[src/sv/qhp_pkg.sv]
// Shared types and constants for the QUIC header parser.
package qhp_pkg;

	localparam int MAX_CID_LENGTH = 20;

	localparam int IN_TDATA_W  = 8;
	localparam int OUT_TDATA_W = 72;
	localparam int OUT_TUSER_W = 2;

	// Result kinds (carried on m_axis_tuser)
	localparam logic [1:0] KIND_DCID   = 2'd0;
	localparam logic [1:0] KIND_SCID   = 2'd1;
	localparam logic [1:0] KIND_ACCEPT = 2'd2;
	localparam logic [1:0] KIND_REJECT = 2'd3;

	typedef struct packed {
		logic [7:0]  first_byte;
		logic [31:0] version;
		logic [1:0]  packet_type;
		logic        spin_bit;
		logic        kphase;
		logic [2:0]  pn_length;
		logic [4:0]  dcid_length;
		logic [4:0]  scid_length;
		logic [5:0]  header_length;
	} hdr_t;

	// Everything one packet byte produces: an optional ID byte, then an optional verdict.
	typedef struct packed {
		logic       has_id;
		logic       id_src;
		logic [7:0] id_byte;
		logic       has_verdict;
		logic       accept;
		hdr_t       hdr;
	} rec_t;

endpackage

[src/sv/qhp_parser.sv]
// Header parse state machine: one packet byte per cycle in while byte_valid, at most one record out per byte.
module qhp_parser (
	input  logic                clk,
	input  logic                arst_n,
	input  logic                byte_valid,
	input  logic [7:0]          data_byte,
	input  logic                end_of_packet,
	input  logic [4:0]          short_dcid_length,
	output logic                rec_push,
	output qhp_pkg::rec_t       rec
);

	localparam logic [2:0] PH_FIRST   = 3'd0;
	localparam logic [2:0] PH_VERSION = 3'd1;
	localparam logic [2:0] PH_DCIL    = 3'd2;
	localparam logic [2:0] PH_LDCID   = 3'd3;
	localparam logic [2:0] PH_SCIL    = 3'd4;
	localparam logic [2:0] PH_LSCID   = 3'd5;
	localparam logic [2:0] PH_SDCID   = 3'd6;
	localparam logic [2:0] PH_SKIP    = 3'd7;

	localparam logic [7:0] MAX_B = 8'(qhp_pkg::MAX_CID_LENGTH);
	localparam logic [4:0] MAX_L = 5'(qhp_pkg::MAX_CID_LENGTH);

	logic [2:0]  phase_q, phase_d;
	logic [5:0]  byte_pos_q, byte_pos_d;
	logic [7:0]  first_byte_q, first_byte_d;
	logic [31:0] version_q, version_d;
	logic [4:0]  dcid_len_q, dcid_len_d;
	logic [4:0]  scid_len_q, scid_len_d;
	logic [4:0]  id_left_q, id_left_d;

	logic        has_id, id_src, accept, reject, verdict;
	logic [4:0]  id_left_dec;
	qhp_pkg::hdr_t hdr;

	always_comb begin
		phase_d      = phase_q;
		byte_pos_d   = byte_pos_q;
		first_byte_d = first_byte_q;
		version_d    = version_q;
		dcid_len_d   = dcid_len_q;
		scid_len_d   = scid_len_q;
		id_left_d    = id_left_q;
		has_id       = 1'b0;
		id_src       = 1'b0;
		accept       = 1'b0;
		reject       = 1'b0;
		id_left_dec  = id_left_q - 5'd1;

		if (phase_q != PH_SKIP)
			byte_pos_d = byte_pos_q + 6'd1;

		unique case (phase_q)
			PH_FIRST: begin
				byte_pos_d   = 6'd1;
				first_byte_d = data_byte;
				version_d    = '0;
				dcid_len_d   = '0;
				scid_len_d   = '0;
				id_left_d    = '0;
				if (data_byte[7]) begin
					phase_d = PH_VERSION;
				end else if (!data_byte[6] || short_dcid_length > MAX_L) begin
					reject = 1'b1;
				end else begin
					dcid_len_d = short_dcid_length;
					if (short_dcid_length == 5'd0) begin
						accept = 1'b1;
					end else begin
						id_left_d = short_dcid_length;
						phase_d   = PH_SDCID;
					end
				end
			end
			PH_VERSION: begin
				version_d = {version_q[23:0], data_byte};
				if (byte_pos_d == 6'd5) begin
					if (version_d != 32'd0 && !first_byte_q[6])
						reject = 1'b1;
					else
						phase_d = PH_DCIL;
				end
			end
			PH_DCIL, PH_SCIL: begin
				if (data_byte > MAX_B) begin
					reject = 1'b1;
				end else begin
					id_left_d = data_byte[4:0];
					if (phase_q == PH_DCIL) begin
						dcid_len_d = data_byte[4:0];
						phase_d    = (data_byte == 8'd0) ? PH_SCIL : PH_LDCID;
					end else begin
						scid_len_d = data_byte[4:0];
						if (data_byte == 8'd0)
							accept = 1'b1;
						else
							phase_d = PH_LSCID;
					end
				end
			end
			PH_LDCID, PH_LSCID, PH_SDCID: begin
				has_id    = 1'b1;
				id_src    = (phase_q == PH_LSCID);
				id_left_d = id_left_dec;
				if (id_left_dec == 5'd0) begin
					if (phase_q == PH_LDCID)
						phase_d = PH_SCIL;
					else
						accept = 1'b1;
				end
			end
			PH_SKIP: begin
				if (end_of_packet)
					phase_d = PH_FIRST;
			end
			default: phase_d = PH_FIRST;
		endcase

		// early end of packet before the header completed
		if (phase_q != PH_SKIP && !accept && !reject && end_of_packet)
			reject = 1'b1;
		verdict = accept || reject;
		if (verdict)
			phase_d = end_of_packet ? PH_FIRST : PH_SKIP;
	end

	// Header fields come from the updated state; only an accept carries them.
	always_comb begin
		hdr = '0;
		if (accept) begin
			hdr.first_byte    = first_byte_d;
			hdr.dcid_length   = dcid_len_d;
			hdr.header_length = byte_pos_d;
			if (first_byte_d[7]) begin
				hdr.version     = version_d;
				hdr.packet_type = first_byte_d[5:4];
				hdr.scid_length = scid_len_d;
			end else begin
				hdr.spin_bit  = first_byte_d[5];
				hdr.kphase    = first_byte_d[2];
				hdr.pn_length = {1'b0, first_byte_d[1:0]} + 3'd1;
			end
		end
	end

	assign rec.has_id      = has_id;
	assign rec.id_src      = id_src;
	assign rec.id_byte     = data_byte;
	assign rec.has_verdict = verdict;
	assign rec.accept      = accept;
	assign rec.hdr         = hdr;
	assign rec_push        = byte_valid && (has_id || verdict);

	always_ff @(posedge clk or negedge arst_n) begin
		if (!arst_n) begin
			phase_q      <= PH_FIRST;
			byte_pos_q   <= '0;
			first_byte_q <= '0;
			version_q    <= '0;
			dcid_len_q   <= '0;
			scid_len_q   <= '0;
			id_left_q    <= '0;
		end else if (byte_valid) begin
			phase_q      <= phase_d;
			byte_pos_q   <= byte_pos_d;
			first_byte_q <= first_byte_d;
			version_q    <= version_d;
			dcid_len_q   <= dcid_len_d;
			scid_len_q   <= scid_len_d;
			id_left_q    <= id_left_d;
		end
	end

endmodule

[src/sv/qhp_out_queue.sv]
// Result record queue; unrolls each record into one or two output words.
module qhp_out_queue (
	input  logic                              clk,
	input  logic                              arst_n,
	input  logic                              rec_push,
	input  qhp_pkg::rec_t                     rec,
	output logic                              full,
	output logic                              m_axis_tvalid,
	input  logic                              m_axis_tready,
	output logic [qhp_pkg::OUT_TDATA_W-1:0]   m_axis_tdata,
	output logic [qhp_pkg::OUT_TUSER_W-1:0]   m_axis_tuser,
	output logic                              m_axis_tlast
);

	localparam int DEPTH = 4;
	localparam int PTR_W = $clog2(DEPTH);

	qhp_pkg::rec_t    entry_q [DEPTH];
	logic [PTR_W-1:0] wr_ptr_q, rd_ptr_q;
	logic [PTR_W:0]   count_q;
	logic             id_sent_q;

	qhp_pkg::rec_t head;
	logic          emit_id, word_done, pop;
	qhp_pkg::hdr_t hdr;

	assign head          = entry_q[rd_ptr_q];
	assign full          = (count_q == (PTR_W+1)'(DEPTH));
	assign m_axis_tvalid = (count_q != '0);
	assign emit_id       = head.has_id && !id_sent_q;
	assign word_done     = m_axis_tvalid && m_axis_tready;
	assign pop           = word_done && !(emit_id && head.has_verdict);

	always_comb begin
		hdr = emit_id ? '0 : head.hdr;
		if (emit_id)
			m_axis_tuser = head.id_src ? qhp_pkg::KIND_SCID : qhp_pkg::KIND_DCID;
		else
			m_axis_tuser = head.accept ? qhp_pkg::KIND_ACCEPT : qhp_pkg::KIND_REJECT;
		m_axis_tlast = !(emit_id && head.has_verdict);
		m_axis_tdata = {1'b0, hdr.header_length, hdr.scid_length, hdr.dcid_length,
			hdr.pn_length, hdr.kphase, hdr.spin_bit, hdr.packet_type,
			hdr.version, hdr.first_byte, (emit_id ? head.id_byte : 8'd0)};
	end

	always_ff @(posedge clk) begin
		if (rec_push)
			entry_q[wr_ptr_q] <= rec;
	end

	always_ff @(posedge clk or negedge arst_n) begin
		if (!arst_n) begin
			wr_ptr_q  <= '0;
			rd_ptr_q  <= '0;
			count_q   <= '0;
			id_sent_q <= 1'b0;
		end else begin
			if (rec_push)
				wr_ptr_q <= wr_ptr_q + PTR_W'(1);
			if (pop)
				rd_ptr_q <= rd_ptr_q + PTR_W'(1);
			if (rec_push && !pop)
				count_q <= count_q + (PTR_W+1)'(1);
			else if (pop && !rec_push)
				count_q <= count_q - (PTR_W+1)'(1);
			if (pop)
				id_sent_q <= 1'b0;
			else if (word_done)
				id_sent_q <= 1'b1;
		end
	end

endmodule

[src/sv/quic_header_parser_core.sv]
// Top level of the QUIC packet header parser.
//
//  port group   dir  tdata (low bit first)                         tuser  tlast
//  s_axis       in   data_byte[7:0]                                -      end_of_packet
//  m_axis       out  id_byte, first_header_byte, version[31:0],    kind   last_of_run
//                    packet_type, spin_bit, kphase, pn_length,
//                    dcid_length, scid_length, header_length, pad
//  cfg          in   cfg_we / cfg_wdata = short_dcid_length
//
// One packet byte is taken per cycle while the queue is not full; its results are
// registered into a 4-record queue. A byte that ends an ID with a verdict yields
// two output words. s_axis_tready drops only while the record queue is full.
// arst_n clears the parse state, the queue and short_dcid_length.
module quic_header_parser_core (
	input  logic                              clk,
	input  logic                              arst_n,
	input  logic                              s_axis_tvalid,
	output logic                              s_axis_tready,
	input  logic [qhp_pkg::IN_TDATA_W-1:0]    s_axis_tdata,  // data_byte
	input  logic                              s_axis_tlast,  // end_of_packet
	output logic                              m_axis_tvalid,
	input  logic                              m_axis_tready,
	// id_byte, first_header_byte, version, packet_type, spin_bit, kphase,
	// pn_length, dcid_length, scid_length, header_length, zero pad
	output logic [qhp_pkg::OUT_TDATA_W-1:0]   m_axis_tdata,
	output logic [qhp_pkg::OUT_TUSER_W-1:0]   m_axis_tuser,  // kind
	output logic                              m_axis_tlast,  // last_of_run
	input  logic                              cfg_we,
	input  logic [4:0]                        cfg_wdata      // short_dcid_length
);

	logic [4:0]    short_dcid_length_q;
	logic          full, byte_valid, rec_push;
	qhp_pkg::rec_t rec;

	assign s_axis_tready    = !full;
	assign byte_valid       = s_axis_tvalid && !full;

	always_ff @(posedge clk or negedge arst_n) begin
		if (!arst_n)
			short_dcid_length_q <= '0;
		else if (cfg_we)
			short_dcid_length_q <= cfg_wdata;
	end

	qhp_parser u_parser (
		.clk               (clk),
		.arst_n            (arst_n),
		.byte_valid        (byte_valid),
		.data_byte         (s_axis_tdata),
		.end_of_packet     (s_axis_tlast),
		.short_dcid_length (short_dcid_length_q),
		.rec_push          (rec_push),
		.rec               (rec)
	);

	qhp_out_queue u_out_queue (
		.clk           (clk),
		.arst_n        (arst_n),
		.rec_push      (rec_push),
		.rec           (rec),
		.full          (full),
		.m_axis_tvalid (m_axis_tvalid),
		.m_axis_tready (m_axis_tready),
		.m_axis_tdata  (m_axis_tdata),
		.m_axis_tuser  (m_axis_tuser),
		.m_axis_tlast  (m_axis_tlast)
	);

endmodule
[config.mk]
export PLATFORM = sky130hd
export DESIGN_NAME = quic_header_parser_core
export DESIGN_NICKNAME = d
export VERILOG_FILES = /design/src/sv/qhp_pkg.sv /design/src/sv/qhp_parser.sv /design/src/sv/qhp_out_queue.sv /design/src/sv/quic_header_parser_core.sv
export SDC_FILE = /design/constraint.sdc
export NUM_CORES = 1
export LEC_CHECK = 0
export BUFFER_PORTS_ARGS = -buffer_cell sky130_fd_sc_hd__clkbuf_2
export CAP_MARGIN = 20
export CORE_ASPECT_RATIO = 1.5
export CORE_UTILIZATION = 28
export CTS_CLUSTER_DIAMETER = 60
export DETAILED_ROUTE_END_ITERATION = 7
export GPL_ROUTABILITY_DRIVEN = 0
export GPL_TIMING_DRIVEN = 0
export PLACE_DENSITY = 0.54
export SLEW_MARGIN = 10
export SYNTH_ARGS = -nofsm -noshare
export SYNTH_HDL_FRONTEND = slang
export SYNTH_SLANG_ARGS = --single-unit
[constraint.sdc]
create_clock -name clk -period 4.35 [get_ports clk]
set_input_delay 0.2175 -clock clk [delete_from_list [all_inputs] [get_ports clk]]
set_output_delay 0.2175 -clock clk [all_outputs]
set_load 0.02 [all_outputs]
* Yosys cells after proc, flatten, opt, wreduce, memory -nomap -nowiden
Memory sizes are Yosys's and may differ from the RTL's.
Index checks and enable logic that the tools add are counted.
** Word-level totals
- Bits in registers :: 77
- RAM bits :: 300
- Input bits :: 19
- Output and inout bits :: 77
- Word-level logic and storage cells :: 144
- Memories kept :: 1
** Cells by class
- $add $sub $neg :: 7
- Order comparisons :: 2
- Equal/unequal tests :: 20
- Muxes and demuxes :: 65
- Reduce and logical (&&, ||, !) cells :: 37
** Memory list
- u_out_queue.entry_q :: depth 4, bits a word 75, rd ports 1, clocked after Yosys merged registers in 0, write ports 1, RTL line qhp_out_queue.sv:18 : qhp_pkg::rec_t entry_q [DEPTH];
** Operators with widths (count)
- two-way mux 63 bit :: 2
- case mux 32 bit (2 select lines) :: 1
- two-way mux 5 bit :: 12
- two-way mux 3 bit :: 16
- two-way mux 34 bit :: 1
- nonzero test 32 bit :: 1
- two-way mux 1 bit :: 22
- case mux 5 bit (2 select lines) :: 2
- two-way mux 8 bit :: 2
- == test 3 bit (second input constant) :: 5
- case mux 3 bit (5 select lines) :: 1
- case mux 5 bit (3 select lines) :: 1
- logical AND 1 bit :: 12
- two-way mux 6 bit :: 2
- logical NOT 5 bit :: 2
- AND reduction 10 bit :: 1
- logical NOT 1 bit :: 9
- inequality test 3 x 1 -> 1 bit (second input constant) :: 3
- inequality test 3 x 2 -> 1 bit (second input constant) :: 3
- > comparator 8 x 5 -> 1 bit (second input constant) :: 1
- logical NOT 8 bit :: 1
- inequality test 4 x 3 -> 1 bit (second input constant) :: 2
- adder 6 x 1 -> 6 bit (second input constant) :: 1
- == test 3 x 2 -> 1 bit (second input constant) :: 2
- other kinds (20) :: 26

* Depth between registers and ports, before layout
Gate-level depths: netlist of run 1.
- Word-level depth :: 17
- Mapped depth :: 14
- Mapped depth without buffers :: 14

* Hierarchy
From an unflattened synthesis of run 1, not the netlist that was laid out.
** Second synthesis, totals
- Cells, all modules :: 1113
- Area, all modules :: 16542.1 um^2
** By module, submodules not included
- qhp_out_queue :: times used 1, cells an instance 527, area an instance 11883.9 um^2, seq. area each 9208.8 um^2
- qhp_parser :: times used 1, cells an instance 574, area an instance 4466.8 um^2, seq. area each 1601.5 um^2
- quic_header_parser_core :: times used 1, cells an instance 12, area an instance 191.4 um^2, seq. area each 125.1 um^2

* Least setup slack after synthesis of run 1
Ideal clock, no wire load.
- Path type :: reg-to-reg
- Start :: register u_parser.phase_q[2]
- End :: memory u_out_queue.entry_q[0][0] (netlist name) (enable)
- Setup time :: 0.442 ns
- Arrival time :: 3.748 ns
- Data required time :: 3.908 ns
- Path slack :: 0.161 ns
- Cell stages (with the launch flop) :: 10
- Buffers on the path :: 2
- Period minus slack after synthesis :: 4.189 ns
- Cell sequence :: dfrtp_1 -> buf_6 -> and3_1 -> buf_2 -> or4b_4 -> a22oi_4 -> nand3_1 -> nand4_2 -> o21a_2 -> and2_1
** RTL lines
- start, declared :: RTL line qhp_parser.sv:25 : logic [2:0] phase_q, phase_d;
- start signal, assigned :: RTL line qhp_parser.sv:165 : phase_q <= phase_d;
- end, declared :: RTL line qhp_out_queue.sv:18

==> out/qor.tcl, run 1 <==
set qor(run_status) {complete, no violations}
set qor(cts_root_buffer) {sky130_fd_sc_hd__clkbuf_16}
set qor(worstSetupEndpointType) {flip-flop}
set qor(drtAntennaViolNets) 0
set qor(cts_repair_resize_count) 0
set qor(rsz0062_at_grt) {false}
set qor(tightest_slew_ns) 0.987
set qor(multi_input_area_sq_mm) 0.00478
set qor(synth.yosys.warnings) 0
set qor(reg2reg_setup_slack_ns) 0.84
set qor(final.setup_skew_ns) 0.0206
set qor(timing.setup.critical_path_class) {input pin to flip-flop}
set qor(clk_pin_slew_ns) 0.06
set qor(drc_errors) 0
set qor(io-pin-count) 96
set qor(dp.final_hpwl_um) 26900
set qor(r2r_cells) 9
set qor(cts_inserted_buffers) 38
set qor(timing.hold.worst.start) {s_axis_tdata[4]}
set qor(r2r_start) {u_parser.byte_pos_q[0]$_DFFE_PN0P_}
set qor(timing.hold.worst_path_depth) 1
set qor(routed_wl_um) 39600
set qor(design.die.area_sq_mm) 0.0583
set qor(grt_remaining_overflow) 0
set qor(setup_viol) 0
set qor(power.combinational.fraction) 0.394
set qor(worst_case_headroom_to_the_max_slew_limit) 0.342
set qor(final_cell_area_sq_mm) 0.0190
set qor(setup-tns-final_ns) 0
set qor(drt_first_iter_violations) 741
set qor(netSwitchingFraction) 0.364
set qor(wire_length_of_the_first_global_routing_pass_um) 60300
set qor(number_of_flops_mapped_to_enable_cells_by_yosys) 300
set qor(hold_viol_final) 0
set qor(fraction_of_registers_with_async_set_reset) 0.204
set qor(timing.final.crit_period_ns) 3.86
set qor(clock_path_buffers) 3
set qor(grt_use_total) 0.139
set qor(ys_seq_area_frac) 0.682
set qor(wire_per_inst_um) 20.2
set qor(cp_max_fo) 42
set qor(layout-drive-gt1-share) 0.233
set qor(grt_antenna_before_repair) 1
set qor(nets) 1193
set qor(synth-main-ff-cell) {sky130_fd_sc_hd__edfxtp_1}
set qor(nFillCells) 5645
set qor(largest_net_degree_at_the_start_of_global_routing) 50
set qor(post-cts-setup-buffer-count) 0
set qor(crit-reg2reg-capture) {u_out_queue.entry_q[1][25]$_DFFE_PP_}
set qor(cts.sink_count) 377
set qor(clock_power_share) 0.234
set qor(critical_path_top_delay_cell) {sky130_fd_sc_hd__and2_4}
set qor(worstSkewPairLatency_ns) 0.53
set qor(die_height_um) 295
set qor(insertedDiodeCount) 0
set qor(hold-path-endpoint) {u_out_queue.entry_q[3][69]$_DFFE_PP_}
set qor(cap_viol_max_count) 0
set qor(worst-path-stages) 11
set qor(synthesis.area_sq_mm) 0.0160
set qor(total_power_uw) 14000
set qor(seqPwrFrac) 0.372
set qor(timing.critical_path.from_type) {input pin}
set qor(sw_pwr_uw) 5090
set qor(floorplan.core_area_sq_mm) 0.0568
set qor(final_max_tran_viols) 0
set qor(tritoncts_clock_tree) {yes}
set qor(critical_path.n_buffers_inverters) 4
set qor(die_width_um) 197
set qor(layout_commonest_cell) {sky130_fd_sc_hd__edfxtp_1}
set qor(firstDrtPassIters) 5
set qor(family_of_cells_with_the_greatest_summed_delay_on_the_critical_path) {buffers and inverters}
set qor(critPathArrivalTime_ns) 4.06
set qor(standard_cell_row_count) 107
set qor(finish.cell_count_without_fillers) 1954
set qor(mappedNetlistNets) 1040
set qor(number_of_i_o_port_buffers) 94
set qor(numPlacedInstances) 1873
set qor(power_per_cell_area_mw_per_mm2) 735
set qor(syn_inst) 1011
set qor(htree_num_levels) 2
set qor(critPathMaxStageDelay_ns) 0.65
set qor(hp-class) {input pin to flip-flop}
set qor(crit_chain) {dlygate4sd3_1, clkbuf_2, clkbuf_1, nor3_1, and3_2, a311oi_1, nand3_1, nand4_2, o21a_2, and2_4, buf_16}
set qor(ir_worst_vdd_uv) 265
set qor(postSynthAreaPerCell_sq_um) 15.9
set qor(first_global_vias) 9699
set qor(worstPathRequired_ns) 4.55
set qor(p_leak_uw) 0.00668
set qor(ffs_latches_synth) 377
set qor(detailroute.via_count) 9290
set qor(flow.area_growth_from_synthesis_pct) 18.5
set qor(layout_common_cells) {sky130_fd_sc_hd__edfxtp_1 (300), sky130_fd_sc_hd__clkbuf_2 (93), sky130_fd_sc_hd__dfrtp_1 (77)}
set qor(avgViaCountPerCell) 4.75
set qor(max_freq_ghz) 0.259
set qor(synthDistinctLibCells) 72
set qor(initial_utilization) 0.283
set qor(dpl-instance-area_sq_mm) 0.0176
set qor(seq_area_sq_mm) 0.0109
set qor(intPower_uw) 8890
set qor(min_period_over_period) 0.887
-- power groups by stage --
stage / sequential (uW) / combinational [uW] / clock, uW
finish: 5200 / 5510 / 3280
global route: 5270 / 6070 / 3500
CTS: 5200 / 5710 / 3370
detailed placement: 5270 / 5680 / 0
global placement: 5320 / 5560 / 0
floorplan: 5180 / 3780 / 0
-- worst max path at each step --
| stage | from | end | slack, ns |
|---|---|---|---|
| final | s_axis_tdata[3] | u_out_queue.entry_q[1][25]$_DFFE_PP_ | 0.49 |
| after global routing | u_out_queue.rd_ptr_q[0]$_DFFE_PN0P_ | m_axis_tdata[10] | 0.28 |
| after CTS | s_axis_tdata[3] | u_out_queue.entry_q[1][25]$_DFFE_PP_ | 0.50 |
| after detailed placement | s_axis_tdata[2] | u_out_queue.entry_q[1][14]$_DFFE_PP_ | 0.49 |
| after global placement | s_axis_tdata[3] | u_out_queue.entry_q[1][14]$_DFFE_PP_ | -1.99 |
| after floorplan | u_parser.phase_q[2]$_DFFE_PN0P_ | u_out_queue.entry_q[0][0]$_DFFE_PP_ | 0.16 |
-- logic make-up (layout without fill, tap and decap cells) --
| family | count (synthesis) | in the layout | share of synthesized area |
|---|---|---|---|
| flops | 377 | 377 | 0.682 |
| simple gates | 262 | 262 | 0.0857 |
| compound gates | 170 | 170 | 0.0767 |
| mux | 93 | 93 | 0.116 |
| buf+inv | 80 | 260 | 0.0209 |
| xor+xnor | 18 | 18 | 0.0103 |
| fa+ha+maj | 10 | 10 | 0.00827 |
| other cells | 1 | 1 | 0.000234 |
-- state kept, by name (all words and copies together), names as in the netlist --
| signal | count |
|---|---|
| short_dcid_length_q | 5 |
| u_out_queue.entry_q | 300 |
| u_out_queue.id_sent_q | 1 |
| u_out_queue.rd_ptr_q | 2 |
| u_parser.phase_q | 3 |
| u_parser.scid_len_q | 5 |
| u_parser.version_q | 32 |
| u_parser.id_left_q | 5 |
| u_parser.first_byte_q | 8 |
| u_parser.dcid_len_q | 5 |
| u_out_queue.count_q | 3 |
| u_parser.byte_pos_q | 6 |
| u_out_queue.wr_ptr_q | 2 |
-- metal layers --
| metal | part of all wire | up-vias | track usage | wire length [um] |
|---|---|---|---|---|
| li1 | - | 4223 | - | - |
| met1 | 0.39 | 4811 | 0.161 | 15400 |
| met2 | 0.56 | 201 | 0.263 | 22000 |
| met3 | 0.033 | 53 | 0.0176 | 1290 |
| met4 | 0.023 | 2 | 0.0416 | 896 |
| met5 | 0.00030 | - | 0 | 12 |
-- metrics by stage --
stage	util	worst slack [ns]	hold WS [ns]
3_5_place_dp	0.310	0.489	0.228
6_report	0.335	0.489	0.0253
5_1_grt	0.335	0.276	0.0113
3_3_place_gp	0.308	-1.99	0.454
4_1_cts	0.335	0.502	0.00763
2_1_floorplan	-	0.161	-0.0781
-- cells in the mapped netlist, drive strengths merged (2+ instances only) --
cell / number / area [sq um]
buf: 18 / 96.3
clkbuf: 47 / 180
a22o: 42 / 370
or4: 2 / 18.8
dfrtp: 77 / 1930
and2: 77 / 482
nor3: 10 / 55.1
mux2: 14 / 161
nand3: 9 / 57.6
o22ai: 4 / 25.0
o211ai: 2 / 15.0
nand4: 4 / 31.3
a221oi: 2 / 30.0
o21ai: 35 / 175
nand3b: 4 / 30.0
nand2: 53 / 204
xor2: 8 / 70.1
or2: 2 / 12.5
a22oi: 44 / 344
nor4b: 2 / 17.5
o21a: 2 / 16.3
a21oi: 24 / 120
xnor2: 10 / 95.1
o2111ai: 2 / 17.5
and3: 8 / 52.6
nor2: 77 / 299
mux2i: 6 / 60.1
a211oi: 5 / 37.5
mux4: 73 / 1640
nor3b: 3 / 33.8
inv: 15 / 58.8
edfxtp: 300 / 9010
ha: 9 / 113
nor4: 5 / 31.3
-- what timing repair did --
action                                  in CTS  in global routing
endpoints found under the setup margin       0                  0
endpoints found under the hold margin       46                  0
hold buffers                                14                  0
-- layout make-up --
type / instances / share of cell area
multi-input combinational: 554 / 0.251
sequential: 377 / 0.575
tap: 763 / 0.0502
clock buffer: 50 / 0.0580
inverter: 15 / 0.00309
timing repair buffer: 113 / 0.0395
buffer: 65 / 0.0145
clock inverter: 17 / 0.00822
No activity file was read; power rests on OpenSTA's default activity.
==> inputs of run 2 (changes only) <==
Settings changed: GPL_ROUTABILITY_DRIVEN 0 to 1, PLACE_DENSITY 0.54 to 0.53.
Clock period 4.35 ns to 4.9 ns, I/O delays scaled along.
==> out/qor.tcl, run 2 (synthesis gave the netlist of run 1 again) <==
set qor(die_height_um) 295
set qor(crit_chain) {dlygate4sd3_1, clkbuf_2, clkbuf_1, nor2_2, and3_2, a311oi_1, nand3_1, nand4_2, o21a_2, and2_4, buf_16}
set qor(finish.cell_count_without_fillers) 1953
set qor(die_width_um) 197
set qor(critPathArrivalTime_ns) 4.02
set qor(largest_net_degree_at_the_start_of_global_routing) 52
set qor(hp-class) {input pin to flip-flop}
set qor(design.die.area_sq_mm) 0.0583
set qor(r2r_cells) 12
set qor(clk_pin_slew_ns) 0.07
set qor(worstPathRequired_ns) 5.12
set qor(worst_case_headroom_to_the_max_slew_limit) 0.369
set qor(tightest_slew_ns) 0.946
set qor(detailroute.via_count) 9269
set qor(wire_per_inst_um) 20.6
set qor(run_status) {complete, no violations}
set qor(final_max_tran_viols) 0
set qor(initial_utilization) 0.283
set qor(max_flop_register) {u_out_queue.entry_q}
set qor(cp_max_fo) 41
set qor(layout_commonest_cell) {sky130_fd_sc_hd__edfxtp_1}
set qor(max_freq_ghz) 0.263
set qor(family_of_cells_with_the_greatest_summed_delay_on_the_critical_path) {buffers and inverters}
set qor(layout_common_cells) {sky130_fd_sc_hd__edfxtp_1 (300), sky130_fd_sc_hd__clkbuf_2 (93), sky130_fd_sc_hd__dfrtp_1 (77)}
set qor(largest_register_ffs) 300
set qor(flow.area_growth_from_synthesis_pct) 18.7
set qor(min_period_over_period) 0.776
set qor(power_per_cell_area_mw_per_mm2) 663
set qor(final.setup_skew_ns) 0.0261
set qor(grt_remaining_overflow) 0
set qor(insertedDiodeCount) 0
set qor(drc_errors) 0
set qor(firstDrtPassIters) 5
set qor(reg2reg_setup_slack_ns) 1.37
set qor(first_global_vias) 9695
set qor(crit-reg2reg-capture) {u_out_queue.count_q[1]$_DFFE_PN0P_}
set qor(io-pin-count) 96
set qor(number_of_i_o_port_buffers) 94
set qor(timing.setup.critical_path_class) {input pin to flip-flop}
set qor(htree_num_levels) 2
set qor(post-cts-setup-buffer-count) 0
set qor(timing.hold.worst.start) {s_axis_tdata[2]}
set qor(layout-drive-gt1-share) 0.237
set qor(worstSetupEndpointType) {flip-flop}
set qor(critical_path_top_delay_cell) {sky130_fd_sc_hd__and2_4}
set qor(globalplace.congestion) 0.817
set qor(cts_root_buffer) {sky130_fd_sc_hd__clkbuf_16}
set qor(worstSkewPairLatency_ns) 0.54
set qor(p_leak_uw) 0.00669
set qor(ir_worst_vdd_uv) 277
set qor(critical_path.endpoint) {u_out_queue.entry_q[2][8]$_DFFE_PP_}
set qor(tritoncts_clock_tree) {yes}
set qor(avgViaCountPerCell) 4.75
set qor(drt_first_iter_violations) 653
set qor(numPlacedInstances) 1873
set qor(routed_wl_um) 40200
set qor(rsz0062_at_grt) {false}
set qor(floorplan.core_area_sq_mm) 0.0568
set qor(setup-tns-final_ns) 0
set qor(standard_cell_row_count) 107
set qor(cts.sink_count) 377
set qor(clock_path_buffers) 3
set qor(grt_antenna_before_repair) 0
set qor(timing.final.crit_period_ns) 3.80
set qor(worst_hold_slack_ns) 0.0304
set qor(reg.largest.list) {u_out_queue.entry_q x300, u_parser.version_q x32, u_parser.first_byte_q x8}
set qor(critPathMaxStageDelay_ns) 0.61
set qor(hold_viol_final) 0
set qor(setup_viol) 0
set qor(nets) 1189
set qor(cap_viol_max_count) 0
set qor(drtAntennaViolNets) 0
set qor(r2r_start) {u_parser.id_left_q[0]$_DFFE_PN0P_}
set qor(timing.critical_path.from_type) {input pin}
set qor(cts_inserted_buffers) 40
set qor(grt_use_total) 0.140
set qor(wire_length_of_the_first_global_routing_pass_um) 60300
set qor(critical_path.n_buffers_inverters) 4
set qor(dp.final_hpwl_um) 27300
set qor(worstSetupStartpoint) {s_axis_tdata[1]}
set qor(worst-path-stages) 11
run 2: changes by cell type in the layout (fill, tap and decap cells not counted), sizes merged:
cell,previous run,this run
inv,17,20
bufinv,2,5
clkinv,12,9
clkbuf,191,194
clkinvlp,1,0
dlygate4sd3,14,8
run 2: power by group:
part	leakage (uW)	internal, uW	total, uW	switching [uW]
Sequential	0.00377	4290	4610	318
Clock	0.000658	1840	3100	1260
Combinational	0.00227	1900	4910	3010
run 2: metrics by stage:
stage                     utilization  setup slack [ns]  cell area (sq um)  power [uW]
after global routing            0.335             0.726              19000       13300
after global placement          0.308             -1.50              17500        9690
after floorplan                     -             0.711              16000        7950
after CTS                       0.335              1.01              19000       12900
after detailed placement        0.310              1.06              17600        9750
final                           0.335              1.10              19000       12600
run 2: metal layers:
layer  GRT usage  up-vias  wire, um
li1            -     4226         -
met1       0.157     4776     15300
met2       0.260      197     21800
met3      0.0195       70      1500
met4      0.0596        0      1590
met5           0        -         0
run 2: final cells by class:
| type | instances | area, sq um |
|---|---|---|
| Timing Repair Buffer | 107 | 691 |
| Clock buffer | 53 | 1080 |
| Fill cell | 5552 | 37700 |
| Clock inverter | 19 | 262 |
| Buffer | 65 | 277 |
| Multi-Input combinational cell | 554 | 4780 |
| Inverter | 15 | 58.8 |
| Sequential cell | 377 | 10900 |
| Tap cell | 763 | 955 |
run 2: timing repair:
| item | 4_1_cts | 5_1_grt |
|---|---|---|
| resized for setup | 0 | 0 |
| hold buffers | 8 | 0 |
| endpoints found under the setup margin | 0 | 0 |
| endpoints found under the hold margin | 37 | 0 |
run 2: worst min-delay path by stage:
| stage | to | slack [ns] | cells after the start |
|---|---|---|---|
| floorplan | short_dcid_length_q[0]$_DFFE_PN0P_ | -0.05 | 0 |
| global placement | u_parser.dcid_len_q[2]$_DFFE_PN0P_ | 0.47 | 2 |
| detailed placement | short_dcid_length_q[1]$_DFFE_PN0P_ | 0.25 | 1 |
| CTS | u_out_queue.entry_q[0][68]$_DFFE_PP_ | 0.005 | 1 |
| global route | u_out_queue.entry_q[3][68]$_DFFE_PP_ | 0.006 | 1 |
| finish | u_out_queue.entry_q[0][67]$_DFFE_PP_ | 0.03 | 1 |
==> inputs of run 3 (changes only) <==
Clock period 4.9 ns to 3.9 ns, I/O delays scaled along.
==> out/qor.tcl, run 3 (synthesis gave the netlist of run 1 again) <==
set qor(insertedDiodeCount) 0
set qor(crit_chain) {dlygate4sd3_1, clkbuf_2, clkbuf_1, nor2_2, and3_2, a311oi_1, nand3_1, nand4_2, o21a_2, and2_4, buf_16}
set qor(tightest_slew_ns) 0.923
set qor(numPlacedInstances) 1873
set qor(die_width_um) 197
set qor(clock_path_buffers) 3
set qor(grt_antenna_before_repair) 0
set qor(post-cts-setup-buffer-count) 0
set qor(htree_num_levels) 2
set qor(largest_register_ffs) 300
set qor(critPathArrivalTime_ns) 3.86
set qor(timing.setup.critical_path_class) {input pin to flip-flop}
set qor(worstSkewPairLatency_ns) 0.54
set qor(clk_pin_slew_ns) 0.06
set qor(largest_net_degree_at_the_start_of_global_routing) 54
set qor(r2r_cells) 12
set qor(max_freq_ghz) 0.273
set qor(finish.cell_count_without_fillers) 1959
set qor(ir_worst_vdd_uv) 343
set qor(dpl-instance-area_sq_mm) 0.0176
set qor(timing.critical_path.from_type) {input pin}
set qor(standard_cell_row_count) 107
set qor(first_global_vias) 9767
set qor(hold_viol_final) 0
set qor(design.die.area_sq_mm) 0.0583
set qor(worst-path-stages) 11
set qor(final.setup_skew_ns) 0.0195
set qor(p_leak_uw) 0.00671
set qor(detailroute.via_count) 9324
set qor(setup_viol) 0
set qor(worstPathRequired_ns) 4.10
set qor(max_flop_register) {u_out_queue.entry_q}
set qor(grt_use_total) 0.142
set qor(power_per_cell_area_mw_per_mm2) 824
set qor(firstDrtPassIters) 5
set qor(drt_first_iter_violations) 629
set qor(layout_commonest_cell) {sky130_fd_sc_hd__edfxtp_1}
set qor(globalplace.congestion) 0.840
set qor(finalCoreUtilization) 0.336
set qor(cts_inserted_buffers) 40
set qor(dp.final_hpwl_um) 27600
set qor(worstSetupEndpointType) {flip-flop}
set qor(wire_per_inst_um) 20.6
set qor(timing.hold.worst_path_depth) 3
set qor(cts_root_buffer) {sky130_fd_sc_hd__clkbuf_16}
set qor(drtAntennaViolNets) 0
set qor(floorplan.core_area_sq_mm) 0.0568
set qor(avgViaCountPerCell) 4.76
set qor(run_status) {complete, no violations}
set qor(reg.largest.list) {u_out_queue.entry_q x300, u_parser.version_q x32, u_parser.first_byte_q x8}
set qor(final_cell_area_sq_mm) 0.0191
set qor(nets) 1196
set qor(layout-drive-gt1-share) 0.237
set qor(initial_utilization) 0.283
set qor(final_max_tran_viols) 0
set qor(wire_length_of_the_first_global_routing_pass_um) 61600
set qor(drc_errors) 0
set qor(rsz0062_at_grt) {false}
set qor(tritoncts_clock_tree) {yes}
set qor(cts.sink_count) 377
set qor(cp_max_fo) 41
set qor(setup-tns-final_ns) 0
set qor(critical_path.n_buffers_inverters) 4
set qor(critical_path_top_delay_cell) {sky130_fd_sc_hd__dlygate4sd3_1}
set qor(cap_viol_max_count) 0
set qor(total_power_uw) 15700
set qor(routed_wl_um) 40400
set qor(die_height_um) 295
set qor(layout_common_cells) {sky130_fd_sc_hd__edfxtp_1 (300), sky130_fd_sc_hd__clkbuf_2 (95), sky130_fd_sc_hd__dfrtp_1 (77)}
set qor(critPathMaxStageDelay_ns) 0.58
set qor(nFillCells) 5641
set qor(io-pin-count) 96
set qor(min_period_over_period) 0.938
set qor(flow.area_growth_from_synthesis_pct) 18.9
set qor(number_of_i_o_port_buffers) 94
set qor(worst_case_headroom_to_the_max_slew_limit) 0.384
set qor(timing.final.crit_period_ns) 3.66
set qor(family_of_cells_with_the_greatest_summed_delay_on_the_critical_path) {buffers and inverters}
set qor(grt_remaining_overflow) 0
set qor(hp-class) {input pin to flip-flop}
[run 3: cell types whose count changed in the layout (fill, tap and decap cells not counted), moves of 2 or more]
| cell | change |
|---|---|
| sky130_fd_sc_hd__bufinv_16 | -3 |
| sky130_fd_sc_hd__clkbuf_2 | +2 |
| sky130_fd_sc_hd__clkbuf_1 | -7 |
| sky130_fd_sc_hd__dlygate4sd3_1 | +9 |
| sky130_fd_sc_hd__clkbuf_16 | +2 |
| sky130_fd_sc_hd__clkinv_1 | +4 |
| sky130_fd_sc_hd__inv_6 | -3 |
[run 3: timing repair]
item                                   in CTS  in global routing
endpoints found under the hold margin      50                  0
gates resized for setup                     1                  4
setup endpoints to repair                  10                162
hold buffers                               17                  0
[run 3: metal layers]
layer  vias to the layer above  part of all wire  track usage
li1                       4235                 -            -
met1                      4838              0.38        0.164
met2                       197              0.56        0.267
met3                        54             0.033       0.0191
met4                         0             0.025       0.0463
met5                         -                 0            0
[run 3: where the power goes]
part	total [uW]	internal (uW)	leakage (uW)	switching, uW
Sequential	5800	5390	0.00377	404
Clock	3730	2150	0.000629	1580
Combinational	6200	2390	0.00231	3810
[run 3: final cells by class]
class / count / area (sq um) / share of cell area
clock inverters: 20 / 176 / 0.00925
repair buffers: 116 / 781 / 0.0409
well taps: 763 / 955 / 0.0501
clock buffers: 51 / 1100 / 0.0579
plain buffers: 63 / 272 / 0.0142
multi-input cells: 554 / 4790 / 0.251
flip-flops and latches: 377 / 10900 / 0.573
inverters: 15 / 58.8 / 0.00308
[run 3: worst register-to-register path: cells and delay by family (launching register included)]
family,cells,cell delay [ns]
DFF,1,0.41
buffers and inverters,2,0.16
xor gates and xnor gates,1,0.25
AOI/OAI and AO/OA,2,0.55
adders and majority gates,3,0.85
muxes,1,0.27
and+or+nand+nor,3,0.91
[run 3: final timing paths]
check                                                   startpoint                                    to  slack [ns]
max in group asynchronous                                   arst_n    u_parser.version_q[11]$_DFFE_PN0P_        3.10
worst min register to register  u_parser.dcid_len_q[1]$_DFFE_PN0P_    u_parser.dcid_len_q[1]$_DFFE_PN0P_        0.48
worst min-delay path                                  s_axis_tlast       u_parser.phase_q[0]$_DFFE_PN0P_        0.08
worst max register to register   u_parser.id_left_q[0]$_DFFE_PN0P_    u_out_queue.count_q[1]$_DFFE_PN0P_        0.38
worst max-delay path                               s_axis_tdata[0]  u_out_queue.entry_q[1][23]$_DFFE_PP_        0.24
min in group asynchronous                                   arst_n    short_dcid_length_q[3]$_DFFE_PN0P_        0.16
[run 3: through the flow]
stage / worst slack, ns / hold WS (ns)
finish: 0.240 / 0.0786
detailed placement: 0.0814 / 0.188
global placement: -0.873 / 0.426
CTS: 0.0834 / 0.0525
global route: 0.0206 / 0.0743
floorplan: 0.534 / -0.101
